--- config.mk ---
export PLATFORM = sky130hd
export DESIGN_NAME = apqm_lane
export DESIGN_NICKNAME = d
export VERILOG_FILES = /design/src/rtl/apqm_pkg.sv /design/src/rtl/apqm_lane.sv
export SDC_FILE = /design/constraint.sdc
export NUM_CORES = 2
export LEC_CHECK = 0
export BUFFER_PORTS_ARGS = -buffer_cell sky130_fd_sc_hd__buf_2
export CORE_MARGIN = 2
export CORE_UTILIZATION = 60
export CTS_BUF_LIST = sky130_fd_sc_hd__clkbuf_8 sky130_fd_sc_hd__clkbuf_16
export CTS_CLUSTER_SIZE = 40
export DETAILED_ROUTE_END_ITERATION = 6
export GPL_ROUTABILITY_DRIVEN = 0
export GPL_TIMING_DRIVEN = 0
export PLACE_DENSITY = 0.85
export SETUP_SLACK_MARGIN = 0.3
export SLEW_MARGIN = 25
export SYNTH_ARGS = -nofsm -noshare
export SYNTH_HDL_FRONTEND = slang
export SYNTH_SLANG_ARGS = --single-unit
--- constraint.sdc ---
create_clock -name clock -period 20.8 [get_ports clock]
set_input_delay 6.24 -clock clock [delete_from_list [all_inputs] [get_ports clock]]
set_output_delay 6.24 -clock clock [all_outputs]
set_load 0.01 [all_outputs]
--- src/rtl/apqm_pkg.sv ---
`timescale 1ns / 1ps
// ----------------------------------------------------------------------------
// apqm_pkg
// Types, register indexes and helpers shared by the attitude PID / quad mixer.
// ----------------------------------------------------------------------------
package apqm_pkg;

   localparam int AXES         = 3;
   localparam int AXIS_YAW     = 0;
   localparam int AXIS_PITCH   = 1;
   localparam int AXIS_ROLL    = 2;

   // registered stages in one axis lane, input beat to clamped correction
   localparam int LANE_LATENCY = 6;

   localparam int IDLE_OFFSET  = 10;

   // configuration register indexes
   localparam logic [2:0] CSR_GAINS_YAW       = 3'd0;
   localparam logic [2:0] CSR_GAINS_PITCH     = 3'd1;
   localparam logic [2:0] CSR_GAINS_ROLL      = 3'd2;
   localparam logic [2:0] CSR_PID_LIMIT       = 3'd3;
   localparam logic [2:0] CSR_THROTTLE_CUTOFF = 3'd4;
   localparam logic [2:0] CSR_MOTOR_LOW       = 3'd5;
   localparam logic [2:0] CSR_MOTOR_HIGH      = 3'd6;

   // Q0.16 gains, packed as in the register: P lowest, D highest
   typedef struct packed {
      logic [15:0] kd;
      logic [15:0] ki;
      logic [15:0] kp;
   } gains_type;

   typedef struct packed {
      logic [15:0] motor_low;
      logic [15:0] motor_high;
      logic [15:0] throttle_cutoff;
   } mix_cfg_type;

   // one result beat, last field in the lowest bits
   typedef struct packed {
      logic signed [15:0] corr_roll;
      logic signed [15:0] corr_pitch;
      logic signed [15:0] corr_yaw;
      logic [15:0]        motor_rear_b;
      logic [15:0]        motor_rear_a;
      logic [15:0]        motor_front_b;
      logic [15:0]        motor_front_a;
   } result_type;

   localparam gains_type   GAINS_YAW_RESET   = gains_type'(48'd0);
   localparam gains_type   GAINS_AXIS_RESET  = gains_type'(48'd3840);
   localparam logic [14:0] PID_LIMIT_RESET   = 15'd400;
   localparam logic [15:0] CUTOFF_RESET      = 16'd100;
   localparam logic [15:0] MOTOR_LOW_RESET   = 16'd1024;
   localparam logic [15:0] MOTOR_HIGH_RESET  = 16'd2048;

   // high limit is checked first; when the limits cross, values above it get high, all others low
   function automatic logic [15:0] clamp_motor(logic signed [18:0] v,
                                               logic [15:0] lo,
                                               logic [15:0] hi);
      logic signed [18:0] lo_s;
      logic signed [18:0] hi_s;
      lo_s = $signed({3'b000, lo});
      hi_s = $signed({3'b000, hi});
      if (v > hi_s) begin
         return hi;
      end else if (v < lo_s) begin
         return lo;
      end else begin
         return v[15:0];
      end
   endfunction

endpackage

--- src/rtl/apqm_lane.sv ---
`timescale 1ns / 1ps
// ----------------------------------------------------------------------------
// apqm_lane
// One axis: error, P/I/D products, saturating integral, truncate and clamp.
// ----------------------------------------------------------------------------
module apqm_lane #(
   parameter int INTEGRAL_WIDTH = 48
) (
   input  logic                    clock,
   input  logic                    reset,
   input  logic                    in_valid,
   input  logic signed [15:0]      set_angle,
   input  logic signed [15:0]      meas_angle,
   input  apqm_pkg::gains_type     gains,
   input  logic [14:0]             pid_limit,
   output logic signed [15:0]      corr
);

   localparam int IW = INTEGRAL_WIDTH;
   localparam logic signed [IW-1:0] INT_MAX = {1'b0, {(IW-1){1'b1}}};
   localparam logic signed [IW-1:0] INT_MIN = {1'b1, {(IW-1){1'b0}}};
   localparam logic signed [63:0]   SUM_MAX = {1'b0, {63{1'b1}}};
   localparam logic signed [63:0]   SUM_MIN = {1'b1, {63{1'b0}}};

   // stage 1: error and error step
   logic signed [16:0]    err_in, err_ff;
   logic signed [17:0]    diff_in, diff_ff;
   logic signed [16:0]    last_err_ff;
   logic                  v1_ff;
   // stage 2: products (Q16.16)
   logic signed [33:0]    p_in, p_ff;
   logic signed [33:0]    ie_in, ie_ff;
   logic signed [34:0]    d_in, d_ff;
   logic                  v2_ff;
   // stage 3: integral and P+D
   logic signed [IW:0]    isum;
   logic signed [IW-1:0]  integral_in, integral_ff;
   logic signed [35:0]    pd_in, pd_ff;
   // stage 4: saturated axis sum
   logic signed [65:0]    wide_sum;
   logic signed [63:0]    sum_in, sum_ff;
   // stage 5: whole units, toward zero
   logic signed [64:0]    biased;
   logic signed [48:0]    whole_in, whole_ff;
   // stage 6: clamp
   logic signed [48:0]    lim, neg_lim;
   logic signed [15:0]    corr_in, corr_ff;

   assign err_in  = 17'(set_angle) - 17'(meas_angle);
   assign diff_in = 18'(err_in) - 18'(last_err_ff);

   assign p_in  = 34'(err_ff) * 34'($signed({1'b0, gains.kp}));
   assign ie_in = 34'(err_ff) * 34'($signed({1'b0, gains.ki}));
   assign d_in  = 35'(diff_ff) * 35'($signed({1'b0, gains.kd}));

   assign isum  = (IW+1)'(integral_ff) + (IW+1)'(ie_ff);
   assign pd_in = 36'(p_ff) + 36'(d_ff);

   always_comb begin
      if (isum[IW] != isum[IW-1]) begin
         integral_in = isum[IW] ? INT_MIN : INT_MAX;
      end else begin
         integral_in = isum[IW-1:0];
      end
   end

   // integral_ff already holds this beat's value when it reaches stage 4
   assign wide_sum = 66'(pd_ff) + 66'(integral_ff);

   always_comb begin
      if (wide_sum[65:63] == 3'b000 || wide_sum[65:63] == 3'b111) begin
         sum_in = wide_sum[63:0];
      end else begin
         sum_in = wide_sum[65] ? SUM_MIN : SUM_MAX;
      end
   end

   assign biased   = 65'(sum_ff) + (sum_ff[63] ? 65'sd65535 : 65'sd0);
   assign whole_in = biased[64:16];

   assign lim     = $signed({34'd0, pid_limit});
   assign neg_lim = -lim;

   always_comb begin
      if (whole_ff > lim) begin
         corr_in = lim[15:0];
      end else if (whole_ff < neg_lim) begin
         corr_in = neg_lim[15:0];
      end else begin
         corr_in = whole_ff[15:0];
      end
   end

   always_ff @(posedge clock) begin
      if (reset) begin
         v1_ff       <= 1'b0;
         v2_ff       <= 1'b0;
         last_err_ff <= '0;
         integral_ff <= '0;
      end else begin
         v1_ff <= in_valid;
         v2_ff <= v1_ff;
         if (in_valid) begin
            last_err_ff <= err_in;
         end
         if (v2_ff) begin
            integral_ff <= integral_in;
         end
      end
   end

   always_ff @(posedge clock) begin
      err_ff   <= err_in;
      diff_ff  <= diff_in;
      p_ff     <= p_in;
      ie_ff    <= ie_in;
      d_ff     <= d_in;
      pd_ff    <= pd_in;
      sum_ff   <= sum_in;
      whole_ff <= whole_in;
      corr_ff  <= corr_in;
   end

   assign corr = corr_ff;

endmodule

==> impl_metrics.csv <==
group,metric,value,unit
run_status,status,"finished with violations",
run_status,violations,"DRC",
worst_setup_path,endpoint_kind,"flip-flop",
route,drt-met1-wl,50700,um
finish,multiInputGateArea,39600,sq um
synth,synth_flop_cell,"dfxtp_1",
clocking,cts_resized,0,
route,wl_met3,15700,um
clocking,cts_sinks,355,
finish,final_layout_size_suffix_gt1_frac,0.0309,
timing,fin_crit_sh,0.669,
worst_setup_path,crit_arrival,14.37,ns
die,coreArea,86300,sq um
timing,hold_violations,0,
worst_setup_path,path_common_cell,"fa_1",
clocking,clock_latency,0.58,ns
worst_hold_path,hold_class,"reg2reg",
worst_setup_path,cp_top_family,"adder cells",
global_routing,grt_max_degree,17,
route,wl_per_cell,19.8,um
finish,synthToLayoutAreaGrowth,6.16,%
synth,async_flop_share,0,
clocking,cts_made_buffers,39,
worst_setup_path,cp.required,21.25,ns
place,dp_hpwl,116000,um
timing,rsz0062_at_grt,"no",
global_routing,antenna_found_initial,10,
synth,ys_types,74,
worst_setup_path,reg2reg_to,"ie_ff[33]",
clocking,cts_tree,"built",
clocking,cts_buffer_depth,3,
route,drt-vias-per-instance,5.90,
synth,syn_area,52100,sq um
die,die_y,299,um
timing,setup_tns,0,ns
worst_setup_path,path_buf_inv,7,
finish,final_cell_mix,"1215 x inv_1, 856 x fa_1, 657 x nand2_1",
global_routing,track_usage,0.327,
timing,fin_crit,13.92,ns
route,routed_wl,143000,um
synth,syn_nets,7373,
clocking,postCtsSetupRepairBufs,0,
global_routing,gr-total-overflow,0,
worst_setup_path,crit_fanout,10,
timing,setup_viol,0,
clocking,cts-htree-levels,2,
worst_setup_path,worst-path-stages,25,
worst_setup_path,cp-start-kind,"input port",
synth,syn_avg_cell_area,8.81,sq um
worst_setup_path,ff2ff_setup_slack,12.21,ns
clocking,root_buffer,"clkbuf_16",
synth,yosysWarnings,0,
global_routing,grt_pass1_wl,230000,um
route,firstDrtPassIters,7,
worst_setup_path,reg2reg_from,"err_ff[16]",
worst_setup_path,reg2reg_depth,24,
global_routing,grt_pass1_vias,44903,
clocking,cts_hold_buf,0,
worst_setup_path,slowest_stage,"clkbuf_1",
place,io_buffers,79,
worst_setup_path,crit_start,"gains[42]",
worst_setup_path,critical_path.max_stage_delay,0.66,ns
finish,final_common_cell,"inv_1",
timing,slew_headroom,0.255,
die,initial_core_util,0.603,
die,dieArea,89200,sq um
timing,report.final.slew_viol_count,0,
finish,nNetsFinal,7493,
flow_run,maxCapViolations,0,
synth,synth_seq_cells,355,
worst_setup_path,endpoint,"d_ff[34]",
die,rows,108,
route,route.top_layer_used,"met5",
clocking,clk_pin_slew,0.06,ns
worst_setup_path,path_class,"in2reg",
die,die_w,299,um
synth,syn-instance-count,5912,
route,drc_errors,2,
route,drtAntennaViolNets,0,
route,drt_iter0_drc,3736,
timing,max_freq,0.0718,GHz
timing,worst_pin_slew,1.12,ns
finish,regArea,7110,sq um
synth,yosysSeqAreaShare,0.136,
route,wl_met2,65700,um
die,io_pins,114,
route,num_vias,42577,
timing,finalClockSkew,0.0214,ns
synth,synth_edf_count,0,
finish,nFillCells,6690,
-- area by class of cell --
type / count / share of cell area
Sequential cell: 355 / 0.128
Clock inverter: 22 / 0.00455
Multi-Input combinational cell: 4126 / 0.716
Timing Repair Buffer: 79 / 0.00715
Tap cell: 1155 / 0.0261
Inverter: 1209 / 0.0820
Buffer: 222 / 0.0161
Clock buffer: 48 / 0.0199
Antenna cell: 4 / 0.000181
-- synth_stat cells, types with 16 or more instances --
cell type     n  area, sq um
and3_1       31          194
xor2_1       75          657
nand4_1      39          244
o21bai_1     33          248
clkbuf_1    210          788
nor3_1       62          310
or3_1        25          156
nand2_1     657         2470
xnor2_1     209         1830
a2111oi_0    20          175
a21oi_1     210         1050
inv_1      1207         4530
and2_1      358         2240
nor2_1      231          867
a31oi_1      17          106
ha_1        507         6340
dfxtp_1     355         7110
a21o_1      145         1090
nor4_1       42          263
nor2b_1      41          257
fa_1        856        17100
mux2i_1      16          160
a211oi_1     78          586
nand2b_1     51          319
nand3_1      89          445
o21ai_0     109          546
o21a_1       35          263
-- logic make-up (layout without fill, tap and decap cells) --
group / after synthesis / in the layout / synth area share
flops: 355 / 355 / 0.136
buf+inv: 1431 / 1580 / 0.104
fa+ha+maj: 1363 / 1363 / 0.451
other cells: 0 / 4 / 0
xor+xnor: 284 / 284 / 0.0477
compound gates: 790 / 790 / 0.102
simple gates: 1671 / 1671 / 0.156
mux: 18 / 18 / 0.00351
-- per-stage QoR --
step                      hold slack [ns]  area (sq um)  instances   util  setup slack (ns)
after CTS                           0.442         55300       7216  0.640              7.20
final                               0.446         55300       7220  0.641              6.88
after detailed placement            0.427         54000       7146  0.625              6.62
after global routing                0.462         55300       7217  0.641              6.47
after global placement              0.425         53900       7146  0.625              6.79
after floorplan                     0.414         52100       5912      -              8.00
-- registers in the layout, summed over array words and instances, names as in the netlist --
register / cells
v1_ff: 1
integral_ff: 48
ie_ff: 34
pd_ff: 36
last_err_ff: 17
sum_ff: 49
diff_ff: 18
whole_ff: 49
v2_ff: 1
d_ff: 35
err_ff: 17
corr: 16
p_ff: 34
-- worst min-delay path by stage --
stage | from | to | slack, ns | cells past startpoint
finish | v1_ff | v2_ff | 0.45 | 1
global route | sum_ff[21] | whole_ff[5] | 0.46 | 1
CTS | v1_ff | v2_ff | 0.44 | 1
global placement | v1_ff | v2_ff | 0.42 | 1
detailed placement | v1_ff | v2_ff | 0.43 | 1
floorplan | v1_ff | v2_ff | 0.41 | 1
-- metal layers --
metal	track usage	up-vias
li1	-	18799
met1	0.385	20641
met2	0.533	2411
met3	0.0874	718
met4	0.205	8
met5	0	-
Power is not shown: default switching activity piles up to over one toggle a cycle in this logic, so the estimate is an artifact.
