File: config.mk
export PLATFORM = sky130hd
export DESIGN_NAME = apqm_fifo
export DESIGN_NICKNAME = d
export VERILOG_FILES = /design/src/rtl/apqm_pkg.sv /design/src/rtl/apqm_fifo.sv
export SDC_FILE = /design/constraint.sdc
export NUM_CORES = 1
export LEC_CHECK = 0
export BUFFER_PORTS_ARGS = -buffer_cell sky130_fd_sc_hd__buf_2
export CAP_MARGIN = 20
export CELL_PAD_IN_SITES_DETAIL_PLACEMENT = 1
export CELL_PAD_IN_SITES_GLOBAL_PLACEMENT = 1
export CORE_ASPECT_RATIO = 0.8
export CORE_MARGIN = 5
export CORE_UTILIZATION = 35
export CTS_CLUSTER_DIAMETER = 80
export DETAILED_ROUTE_END_ITERATION = 8
export HOLD_SLACK_MARGIN = 0.1
export PLACE_DENSITY_LB_ADDON = 0.15
export SYNTH_ARGS = -nofsm -noshare
export SYNTH_HDL_FRONTEND = slang
export SYNTH_SLANG_ARGS = --single-unit
export TNS_END_PERCENT = 30
File: constraint.sdc
create_clock -name clock -period 26.5 [get_ports clock]
set_input_delay 5.3 -clock clock [delete_from_list [all_inputs] [get_ports clock]]
set_output_delay 5.3 -clock clock [all_outputs]
set_load 0.02 [all_outputs]
File: src/rtl/apqm_pkg.sv
`timescale 1ns / 1ps
// ----------------------------------------------------------------------------
// apqm_pkg
// Types, register indexes and helpers shared by the attitude PID / quad mixer.
// ----------------------------------------------------------------------------
package apqm_pkg;

   localparam int AXES         = 3;
   localparam int AXIS_YAW     = 0;
   localparam int AXIS_PITCH   = 1;
   localparam int AXIS_ROLL    = 2;

   // registered stages in one axis lane, input beat to clamped correction
   localparam int LANE_LATENCY = 6;

   localparam int IDLE_OFFSET  = 10;

   // configuration register indexes
   localparam logic [2:0] CSR_GAINS_YAW       = 3'd0;
   localparam logic [2:0] CSR_GAINS_PITCH     = 3'd1;
   localparam logic [2:0] CSR_GAINS_ROLL      = 3'd2;
   localparam logic [2:0] CSR_PID_LIMIT       = 3'd3;
   localparam logic [2:0] CSR_THROTTLE_CUTOFF = 3'd4;
   localparam logic [2:0] CSR_MOTOR_LOW       = 3'd5;
   localparam logic [2:0] CSR_MOTOR_HIGH      = 3'd6;

   // Q0.16 gains, packed as in the register: P lowest, D highest
   typedef struct packed {
      logic [15:0] kd;
      logic [15:0] ki;
      logic [15:0] kp;
   } gains_type;

   typedef struct packed {
      logic [15:0] motor_low;
      logic [15:0] motor_high;
      logic [15:0] throttle_cutoff;
   } mix_cfg_type;

   // one result beat, last field in the lowest bits
   typedef struct packed {
      logic signed [15:0] corr_roll;
      logic signed [15:0] corr_pitch;
      logic signed [15:0] corr_yaw;
      logic [15:0]        motor_rear_b;
      logic [15:0]        motor_rear_a;
      logic [15:0]        motor_front_b;
      logic [15:0]        motor_front_a;
   } result_type;

   localparam gains_type   GAINS_YAW_RESET   = gains_type'(48'd0);
   localparam gains_type   GAINS_AXIS_RESET  = gains_type'(48'd3840);
   localparam logic [14:0] PID_LIMIT_RESET   = 15'd400;
   localparam logic [15:0] CUTOFF_RESET      = 16'd100;
   localparam logic [15:0] MOTOR_LOW_RESET   = 16'd1024;
   localparam logic [15:0] MOTOR_HIGH_RESET  = 16'd2048;

   // high limit is checked first; when the limits cross, values above it get high, all others low
   function automatic logic [15:0] clamp_motor(logic signed [18:0] v,
                                               logic [15:0] lo,
                                               logic [15:0] hi);
      logic signed [18:0] lo_s;
      logic signed [18:0] hi_s;
      lo_s = $signed({3'b000, lo});
      hi_s = $signed({3'b000, hi});
      if (v > hi_s) begin
         return hi;
      end else if (v < lo_s) begin
         return lo;
      end else begin
         return v[15:0];
      end
   endfunction

endpackage

File: src/rtl/apqm_fifo.sv
`timescale 1ns / 1ps
// ----------------------------------------------------------------------------
// apqm_fifo
// Result queue between the pipeline and the rsp_ channel.
// ----------------------------------------------------------------------------
module apqm_fifo #(
   parameter int DEPTH = 8
) (
   input  logic                 clock,
   input  logic                 reset,
   input  logic                 wr_en,
   input  apqm_pkg::result_type wr_data,
   output logic                 rd_valid,
   input  logic                 rd_ready,
   output apqm_pkg::result_type rd_data
);

   localparam int PW = $clog2(DEPTH);
   localparam int CW = $clog2(DEPTH + 1);

   apqm_pkg::result_type mem_ff [DEPTH];
   logic [PW-1:0]        wr_ptr_ff, wr_ptr_in;
   logic [PW-1:0]        rd_ptr_ff, rd_ptr_in;
   logic [CW-1:0]        count_ff, count_in;
   logic                 rd_fire;

   assign rd_valid = count_ff != '0;
   assign rd_fire  = rd_valid && rd_ready;
   assign rd_data  = mem_ff[rd_ptr_ff];

   assign wr_ptr_in = (wr_ptr_ff == PW'(DEPTH - 1)) ? '0 : wr_ptr_ff + 1'b1;
   assign rd_ptr_in = (rd_ptr_ff == PW'(DEPTH - 1)) ? '0 : rd_ptr_ff + 1'b1;

   always_comb begin
      count_in = count_ff;
      if (wr_en && !rd_fire) begin
         count_in = count_ff + 1'b1;
      end else if (!wr_en && rd_fire) begin
         count_in = count_ff - 1'b1;
      end
   end

   always_ff @(posedge clock) begin
      if (reset) begin
         wr_ptr_ff <= '0;
         rd_ptr_ff <= '0;
         count_ff  <= '0;
      end else begin
         count_ff <= count_in;
         if (wr_en) begin
            wr_ptr_ff <= wr_ptr_in;
         end
         if (rd_fire) begin
            rd_ptr_ff <= rd_ptr_in;
         end
      end
   end

   always_ff @(posedge clock) begin
      if (wr_en) begin
         mem_ff[wr_ptr_ff] <= wr_data;
      end
   end

endmodule

==> flow_summary.yaml, run 1 <==
status:
  status: "finished clean"
global_routing:
  grt-ovfl-total: 0
  antenna_found_initial: 14
  grt_max_degree: 61
  grtUsageTotal_pct: 14.5
  grt_pass1_wl_um: 114000
  grt_pass1_vias: 16745
clock_tree:
  cts_setup_buffers: 0
  clk_pin_slew_ns: 0.06
  ctsHoldBuffers: 0
  tritoncts: "built"
  cts.sinks: 909
  clockRootBuffer: "clkbuf_16"
  clock_latency_ns: 0.64
  cts.path.max_buffers: 3
  numCtsBuffers: 93
  cts_resized: 0
  htreeDepth: 3
setup_path:
  crit_type: "reg2out"
  arrival_ns: 4.28
  setup.worst_path.end_class: "output pin"
  cp.required_ns: 21.20
  start_kind: "flip-flop"
  r2r_setup_slack_ns: 23.64
  crit_path_max_fanout: 41
die:
  fp.dieArea_sq_mm: 0.105
  row_count: 103
  chipWidth_um: 361
  start_util_pct: 35.1
  pin_count: 229
  dieHeight_um: 291
  core_area_sq_mm: 0.0983
pwr:
  powerDensity_mw_per_mm2: 86.0
  switching_power_uw: 852
  p_leak_nw: 12.6
  p_comb_share_pct: 16.9
  fin_total_pwr_mw: 3.44
  power.internal_mw: 2.59
  p_sw_share_pct: 24.8
  peakVddDrop_mv: 0.0497
  clkPwrFrac_pct: 35.3
  seq_power_share_pct: 47.8
timing:
  setup_viol: 0
  fin_crit_sh_pct: 36.1
  drv_slew: 0
  finalSetupTns_ns: 0
  skew_ns: 0.0134
  rsz0062_at_grt: "no"
  fin_crit_ns: 9.58
  slew_headroom_pct: 29.5
  timing.fmax_ghz: 0.104
  tightest_slew_ns: 1.06
  final-hold-violation-count: 0
min_path:
  min_path_type: "reg2reg"
finish:
  finish.net_count: 1785
  nFillCells: 9134
  layout-drive-gt1-share_pct: 42.1
  layout-area-overhead-vs-synth_pct: 15.9
  postLayoutCellArea_sq_mm: 0.0400
drt:
  detail_route.vias_per_cell: 4.94
  drt_wl_total_um: 76900
  dr_total_vias: 15080
  firstDrtPassIters: 7
  ant_nets: 0
  routedWlPerCell_um: 25.2
  drcViolationCount: 0
  drtIter0Drc: 955
synthesis:
  synth_area_sq_mm: 0.0345
  synth_cell_types: 29
  yosysWarnings: 0
  yosysSeqAreaShare_pct: 78.7
  postSynthNetCount: 1492
  synth_area_per_cell_sq_um: 25.2
  syn_inst: 1368
  ys_ff_latch: 909
place:
  portBuffers: 228
  dpl.hpwl_um: 42700
  gp_congestion: 0.674
  dpl_cell_area_sq_mm: 0.0371
job:
  cap_violations: 0
==> layout make-up <==
cell class                 count  area (sq um)  area share, %
antenna                       10          25.0         0.0626
clock buffer                 120          2490           6.23
clock inverter                46           303          0.757
inverter                       2          7.51         0.0188
multi-input combinational    393          6920           17.3
sequential                   909         27200           67.9
tap                         1312          1640           4.10
timing repair buffer         262          1440           3.59
==> Yosys cell counts (all sizes together) <==
library cell	n	area, sq um
edfxtp	896	26900
mux4	224	5040
mux2	113	1470
buf	45	405
clkbuf	19	71.3
nor2	17	63.8
dfxtp	13	260
a21oi	7	35.0
ha	7	87.6
nand2	7	26.3
nand2b	3	18.8
inv	2	7.51
mux2i	2	20.0
nand3	2	10.0
nor3	2	10.0
a211oi	1	7.51
a31oi	1	6.26
fa	1	20.0
nand4b	1	8.76
nor2b	1	6.26
or3	1	6.26
or4	1	7.51
xnor2	1	8.76
xor2	1	8.76
==> power groups by stage <==
stage	logic, mW	registers [mW]	clock network, mW
3_5_place_dp	0.599	1.68	0
3_3_place_gp	0.594	1.67	0
2_1_floorplan	0.461	1.66	0
4_1_cts	0.600	1.65	1.26
6_report	0.582	1.64	1.21
5_1_grt	0.630	1.65	1.33
==> worst max-delay path, cell delays in order (launching register included) <==
cell     delay [ns]
dfxtp_4        0.92
buf_4          0.79
buf_4          0.69
mux4_2         0.60
mux2_2         0.29
buf_2          0.20
==> logic make-up after synthesis <==
logic type | share of synthesized area, %
muxes | 18.9
and+or+nand+nor | 0.457
DFF | 78.7
adders and majority gates | 0.312
buffers and inverters | 1.40
xor gates and xnor gates | 0.0508
AOI/OAI and AO/OA | 0.141
==> final timing paths <==
path,start,to,cells past startpoint
setup reg to reg,wr_ptr_ff[1]$_SDFFE_PP0P_,mem_ff[3][48]$_DFFE_PP_,3
hold reg to reg,rd_ptr_ff[2]$_SDFFE_PP0P_,flip-flop,2
hold / removal,rd_ptr_ff[2]$_SDFFE_PP0P_,flip-flop,2
setup / recovery,flip-flop,rd_data[65],5
==> through the flow <==
step / std cells / utilization [%] / worst slack [ns] / hold slack [ns]
floorplan: 1368 / - / 12.80 / 0.450
detailed placement: 2876 / 37.8 / 17.37 / 0.482
global placement: 2876 / 37.8 / 17.39 / 0.463
finish: 3054 / 40.7 / 16.92 / 0.481
CTS: 3042 / 40.6 / 16.66 / 0.491
global route: 3044 / 40.7 / 16.49 / 0.517
==> flip-flops by register name (all words and copies together), names as in the netlist, named ones only <==
register / cells
wr_ptr_ff: 3
rd_ptr_ff: 3
count_ff: 4
mem_ff: 896
==> placed cells by master, fill, tap and decap left out, drive strengths merged <==
master / count
edfxtp: 896
buf: 262
mux4: 224
clkbuf: 120
mux2: 113
clkinv: 39
nor2: 17
dfxtp: 13
diode: 10
nand2: 7
a21oi: 7
ha: 7
inv: 5
nand2b: 3
bufinv: 3
nor3: 2
mux2i: 2
nand3: 2
or4: 1
xor2: 1
nand4b: 1
or3: 1
xnor2: 1
nor2b: 1
a211oi: 1
a31oi: 1
fa: 1
clkinvlp: 1
==> metal layers <==
metal  routed length, um  vias up  global-route usage (%)
met5                  27        -                       0
met4                1330        4                    2.99
met3                3460      106                    3.49
met2               37300      280                    23.7
met1               34800     8216                    20.2
li1                    -     6474                       -
Power figures use the tool's default switching activity.
==> run 2, diff against run 1 <==
==> constraint.sdc (replaced) <==
create_clock -name clock -period 8.6 [get_ports clock]
set_input_delay 1.72 -clock clock [delete_from_list [all_inputs] [get_ports clock]]
set_output_delay 1.72 -clock clock [all_outputs]
set_load 0.02 [all_outputs]
==> run 2 against run 1 <==
Against the previous run: cell area increased by 0.89%; first-iteration DRC count rose by 7.1%; core utilization rose by 0.36 points.
==> flow_summary.yaml, run 2 (synthesis results as in run 1) <==
status:
  status: "finished clean"
clock_tree:
  tritoncts: "built"
  clk_pin_slew_ns: 0.06
  cts.sinks: 909
  clockRootBuffer: "clkbuf_16"
  cts_resized: 0
  cts.path.max_buffers: 3
  numCtsBuffers: 96
  clock_latency_ns: 0.66
  ctsHoldBuffers: 0
  cts_setup_buffers: 0
  htreeDepth: 3
setup_path:
  reg2reg_depth: 9
  cp.required_ns: 6.88
  arrival_ns: 3.38
  cpPeakStageDelay_ns: 0.79
  cp-endpoint: "rd_data[107]"
  crit_path_max_fanout: 43
  setup.worst_path.end_class: "output pin"
  worst_path_max_delay_cell: "buf_4"
  crit_chain: "buf_4 -> mux4_2 -> mux2_2 -> buf_2"
  worst_r2r_endpoint: "count_ff[3]$_SDFFE_PP0P_"
  regToRegStartpoint: "count_ff[1]$_SDFFE_PP0P_"
  r2r_setup_slack_ns: 5.87
  start_kind: "flip-flop"
  crit_type: "reg2out"
drt:
  drcViolationCount: 0
  detail_route.vias_per_cell: 4.95
  routedWlPerCell_um: 25.5
  drt_wl_total_um: 77500
  dr_total_vias: 15075
  drtIter0Drc: 1023
  firstDrtPassIters: 5
  ant_nets: 0
pwr:
  power.internal_mw: 8.30
  p_sw_share_pct: 24.6
  p_comb_share_pct: 16.4
  powerDensity_mw_per_mm2: 273
  switching_power_mw: 2.70
  p_leak_nw: 12.7
  seq_power_share_pct: 45.9
  clkPwrFrac_pct: 37.7
  fin_total_pwr_mw: 11.0
  peakVddDrop_mv: 0.157
timing:
  fin_crit_ns: 5.10
  skew_ns: 0.0176
  rsz0062_at_grt: "no"
  finalSetupTns_ns: 0
  final-hold-violation-count: 0
  whs_ns: 0.493
  setup_viol: 0
  fin_crit_sh_pct: 59.3
  timing.fmax_ghz: 0.196
  tightest_slew_ns: 1.01
  setup_slack_ns: 3.50
  slew_headroom_pct: 32.4
  drv_slew: 0
die:
  start_util_pct: 35.1
  fp.dieArea_sq_mm: 0.105
  core_area_sq_mm: 0.0983
  chipWidth_um: 361
  dieHeight_um: 291
  row_count: 103
  pin_count: 229
finish:
  largest_reg_flops: 896
  final_cells: 3043
  final_cell_mix: "edfxtp_1 (896), buf_2 (228), mux4_2 (224)"
  top_register: "mem_ff"
  finish.net_count: 1771
  layout-drive-gt1-share_pct: 42.2
  top_regs: "mem_ff: 896 flops, count_ff: 4 flops"
  layout-area-overhead-vs-synth_pct: 16.9
  final_common_cell: "edfxtp_1"
global_routing:
  grt_max_degree: 117
  grt_pass1_wl_um: 115000
  grt-ovfl-total: 0
  grt_pass1_vias: 16849
  grtUsageTotal_pct: 14.7
  antenna_found_initial: 15
place:
  portBuffers: 228
  gp_congestion: 0.662
  numPlacedInstances: 2861
  dp_slack_ns: 4.05
  dpl.hpwl_um: 37400
min_path:
  min_path_type: "reg2reg"
job:
  cap_violations: 0
## run 2: cell count changes in the layout (fill, tap and decap cells not counted), moves of 4 or more
| cell | delta |
|---|---|
| buf_4 | -26 |
| buf_12 | +11 |
| clkbuf_1 | -5 |
| diode_2 | -4 |
| bufinv_16 | +10 |
## run 2: area by class of cell
type                    instances  area [sq um]
diodes                          6          15.0
well taps                    1312          1640
inverters                       2          7.51
multi-input cells             393          6930
fillers                      9052         58000
clock inverters                61           713
clock buffers                 115          2470
repair buffers                245          1410
flip-flops and latches        909         27200
## run 2: how the worst min path moves through the flow
stage | start | end | slack, ns | cells after the start
after floorplan | rd_ptr_ff[1]$_SDFFE_PP0P_ | flip-flop | 0.45 | 2
after global placement | rd_ptr_ff[0]$_SDFFE_PP0P_ | flip-flop | 0.47 | 2
after detailed placement | rd_ptr_ff[1]$_SDFFE_PP0P_ | flip-flop | 0.47 | 2
after CTS | rd_ptr_ff[1]$_SDFFE_PP0P_ | flip-flop | 0.49 | 2
after global routing | rd_ptr_ff[1]$_SDFFE_PP0P_ | flip-flop | 0.54 | 2
final | rd_ptr_ff[1]$_SDFFE_PP0P_ | flip-flop | 0.49 | 2
## run 2: power groups by stage
stage | clock, mW | combinational, mW | sequential, mW
after floorplan | 0 | 1.42 | 5.10
after global placement | 0 | 1.85 | 5.14
after detailed placement | 0 | 1.87 | 5.14
after CTS | 4.29 | 1.87 | 5.05
after global routing | 4.50 | 1.95 | 5.06
final | 4.15 | 1.81 | 5.04
## run 2: layer usage
layer / share of wire (%) / GRT usage [%] / vias up / wire (um)
met5: 0.12 / 0 / - / 93
li1: - / - / 6447 / -
met2: 50 / 24.5 / 262 / 38800
met1: 43 / 19.4 / 8238 / 33300
met4: 1.7 / 3.28 / 14 / 1330
met3: 5.2 / 3.85 / 114 / 4030
## run 2: per-stage QoR
step | utilization (%) | area (sq um)
finish | 41.0 | 40400
global route | 41.0 | 40300
CTS | 41.0 | 40300
detailed placement | 37.8 | 37200
global placement | 37.8 | 37200
floorplan | - | 34500
## run 2: critical path, delay by kind of cell, from the launching register on
kind / cells / cell delay (ns)
buffers and inverters: 2 / 0.96
multiplexers: 2 / 0.91
flip-flops: 1 / 0.73
==> run 3, diff against run 2 <==
==> constraint.sdc (replaced) <==
create_clock -name clock -period 4.8 [get_ports clock]
set_input_delay 0.96 -clock clock [delete_from_list [all_inputs] [get_ports clock]]
set_output_delay 0.96 -clock clock [all_outputs]
set_load 0.02 [all_outputs]
==> run 3 against run 2 <==
Against the previous run: combinational power grew 82%; hold slack lost 0.014 ns; die area is the same; cell area up 0.53%; critical path depth stayed put; final cell count increased by 1.1%; global-route usage hardly changed; sequential share of layout area decreased by 0.35 points; first-iteration DRC count is 18% lower; core utilization up 0.22 points; clock power is 71% higher; worst setup slack lost 2.6 ns.
==> flow_summary.yaml, run 3 (synthesis results as in run 1) <==
clock_tree:
  htreeDepth: 3
  ctsHoldBuffers: 0
  cts_setup_buffers: 0
  tritoncts: "built"
  numCtsBuffers: 97
  cts.sinks: 909
  cts_resized: 0
  clk_pin_slew_ns: 0.06
  cts.path.max_buffers: 3
  clock_latency_ns: 0.66
  clockRootBuffer: "clkbuf_16"
setup_path:
  crit_path_max_fanout: 26
  start_kind: "flip-flop"
  crit_type: "reg2out"
  cp.required_ns: 3.84
  setup.worst_path.end_class: "output pin"
  arrival_ns: 2.99
timing:
  fin_crit_ns: 3.95
  tightest_slew_ns: 0.799
  setup_viol: 0
  setup_slack_ns: 0.848
  skew_ns: 0.0220
  fin_crit_sh_pct: 82.3
  slew_headroom_pct: 46.8
  finalSetupTns_ns: 0
  final-hold-violation-count: 0
  drv_slew: 0
  rsz0062_at_grt: "no"
  whs_ns: 0.479
  timing.fmax_ghz: 0.253
status:
  status: "finished clean"
finish:
  final_util_pct: 41.3
  finish.net_count: 1802
  final_cells: 3076
  multi_input_area_sq_mm: 0.00693
  layout-drive-gt1-share_pct: 42.9
  nFillCells: 9080
  final_cell_mix: "edfxtp_1 (896), buf_2 (228), mux4_2 (224)"
  layout-area-overhead-vs-synth_pct: 17.6
  largest_reg_flops: 896
  final_common_cell: "edfxtp_1"
  top_regs: "mem_ff: 896 flops, count_ff: 4 flops"
  postLayoutCellArea_sq_mm: 0.0406
  top_register: "mem_ff"
  register_area_sq_mm: 0.0272
place:
  dp_slack_ns: 1.42
  numPlacedInstances: 2891
  portBuffers: 228
  dpl_cell_area_sq_mm: 0.0375
  gp_congestion: 0.676
  dpl.hpwl_um: 42200
pwr:
  fin_total_pwr_mw: 19.5
  clkPwrFrac_pct: 36.6
  powerDensity_mw_per_mm2: 479
  p_leak_nw: 12.8
  peakVddDrop_mv: 0.297
  p_sw_share_pct: 25.0
  power.internal_mw: 14.6
  switching_power_mw: 4.86
  p_comb_share_pct: 17.0
  seq_power_share_pct: 46.5
die:
  row_count: 103
  pin_count: 229
  fp.dieArea_sq_mm: 0.105
  start_util_pct: 35.1
  dieHeight_um: 291
  chipWidth_um: 361
  core_area_sq_mm: 0.0983
global_routing:
  grt_pass1_vias: 16903
  grt_max_degree: 69
  grt-ovfl-total: 0
  grt_use_met3_pct: 3.18
  grtUsageMet2_pct: 24.9
  grt_pass1_wl_um: 115000
  antenna_found_initial: 15
  grtUsageTotal_pct: 14.7
  top_usage_layer: "met2"
  grt_use_met1_pct: 19.4
drt:
  ant_nets: 0
  drtIter0Drc: 835
  detail_route.vias_per_cell: 4.90
  routedWlPerCell_um: 25.1
  drcViolationCount: 0
  dr_total_vias: 15059
  firstDrtPassIters: 4
  drt_wl_total_um: 77300
min_path:
  min_path_type: "reg2reg"
job:
  cap_violations: 0
run 3: cell types whose count changed in the layout (fill, tap and decap cells not counted):
cell and change:
inv_6 -2, clkbuf_1 +4, clkbuf_8 +2, bufinv_16 -8, clkinvlp_4 +6, diode_2 +1
nor3_4 +1, buf_4 +21, clkinv_1 +2, clkbuf_16 +2, nor3_2 -1, buf_12 +9
clkinv_2 -4
run 3: layout make-up:
type / count / share of cell area [%]
Sequential cell: 909 / 67.0
Multi-Input combinational cell: 393 / 17.1
Clock buffer: 123 / 6.32
Timing Repair Buffer: 275 / 4.30
Tap cell: 1312 / 4.05
Clock inverter: 55 / 1.20
Antenna cell: 7 / 0.0432
Inverter: 2 / 0.0185
run 3: critical path: stages, from the launching register on:
cell and delay (ns):
dfxtp_4 0.75, buf_4 0.52, mux4_2 0.57, mux2_2 0.31
buf_2 0.17
run 3: final timing paths:
path | start | endpoint | slack (ns) | cells past startpoint
max | flip-flop | rd_data[107] | 0.85 | 4
min | rd_ptr_ff[2]$_SDFFE_PP0P_ | flip-flop | 0.48 | 2
max reg2reg | count_ff[1]$_SDFFE_PP0P_ | count_ff[3]$_SDFFE_PP0P_ | 2.06 | 9
min reg2reg | rd_ptr_ff[2]$_SDFFE_PP0P_ | flip-flop | 0.48 | 2
run 3: layer usage:
metal | vias to the layer above | share of wire [%]
met5 | - | 0.072
met4 | 8 | 2.1
met3 | 122 | 4.5
met2 | 268 | 50
met1 | 8147 | 43
li1 | 6514 | -
run 3: power by group through the flow:
stage / sequential (mW) / combinational [mW] / clock, mW
2_1_floorplan: 9.13 / 2.55 / 0
3_3_place_gp: 9.20 / 3.37 / 0
3_5_place_dp: 9.21 / 3.41 / 0
4_1_cts: 9.04 / 3.42 / 7.37
5_1_grt: 9.05 / 3.56 / 7.73
6_report: 9.04 / 3.30 / 7.11
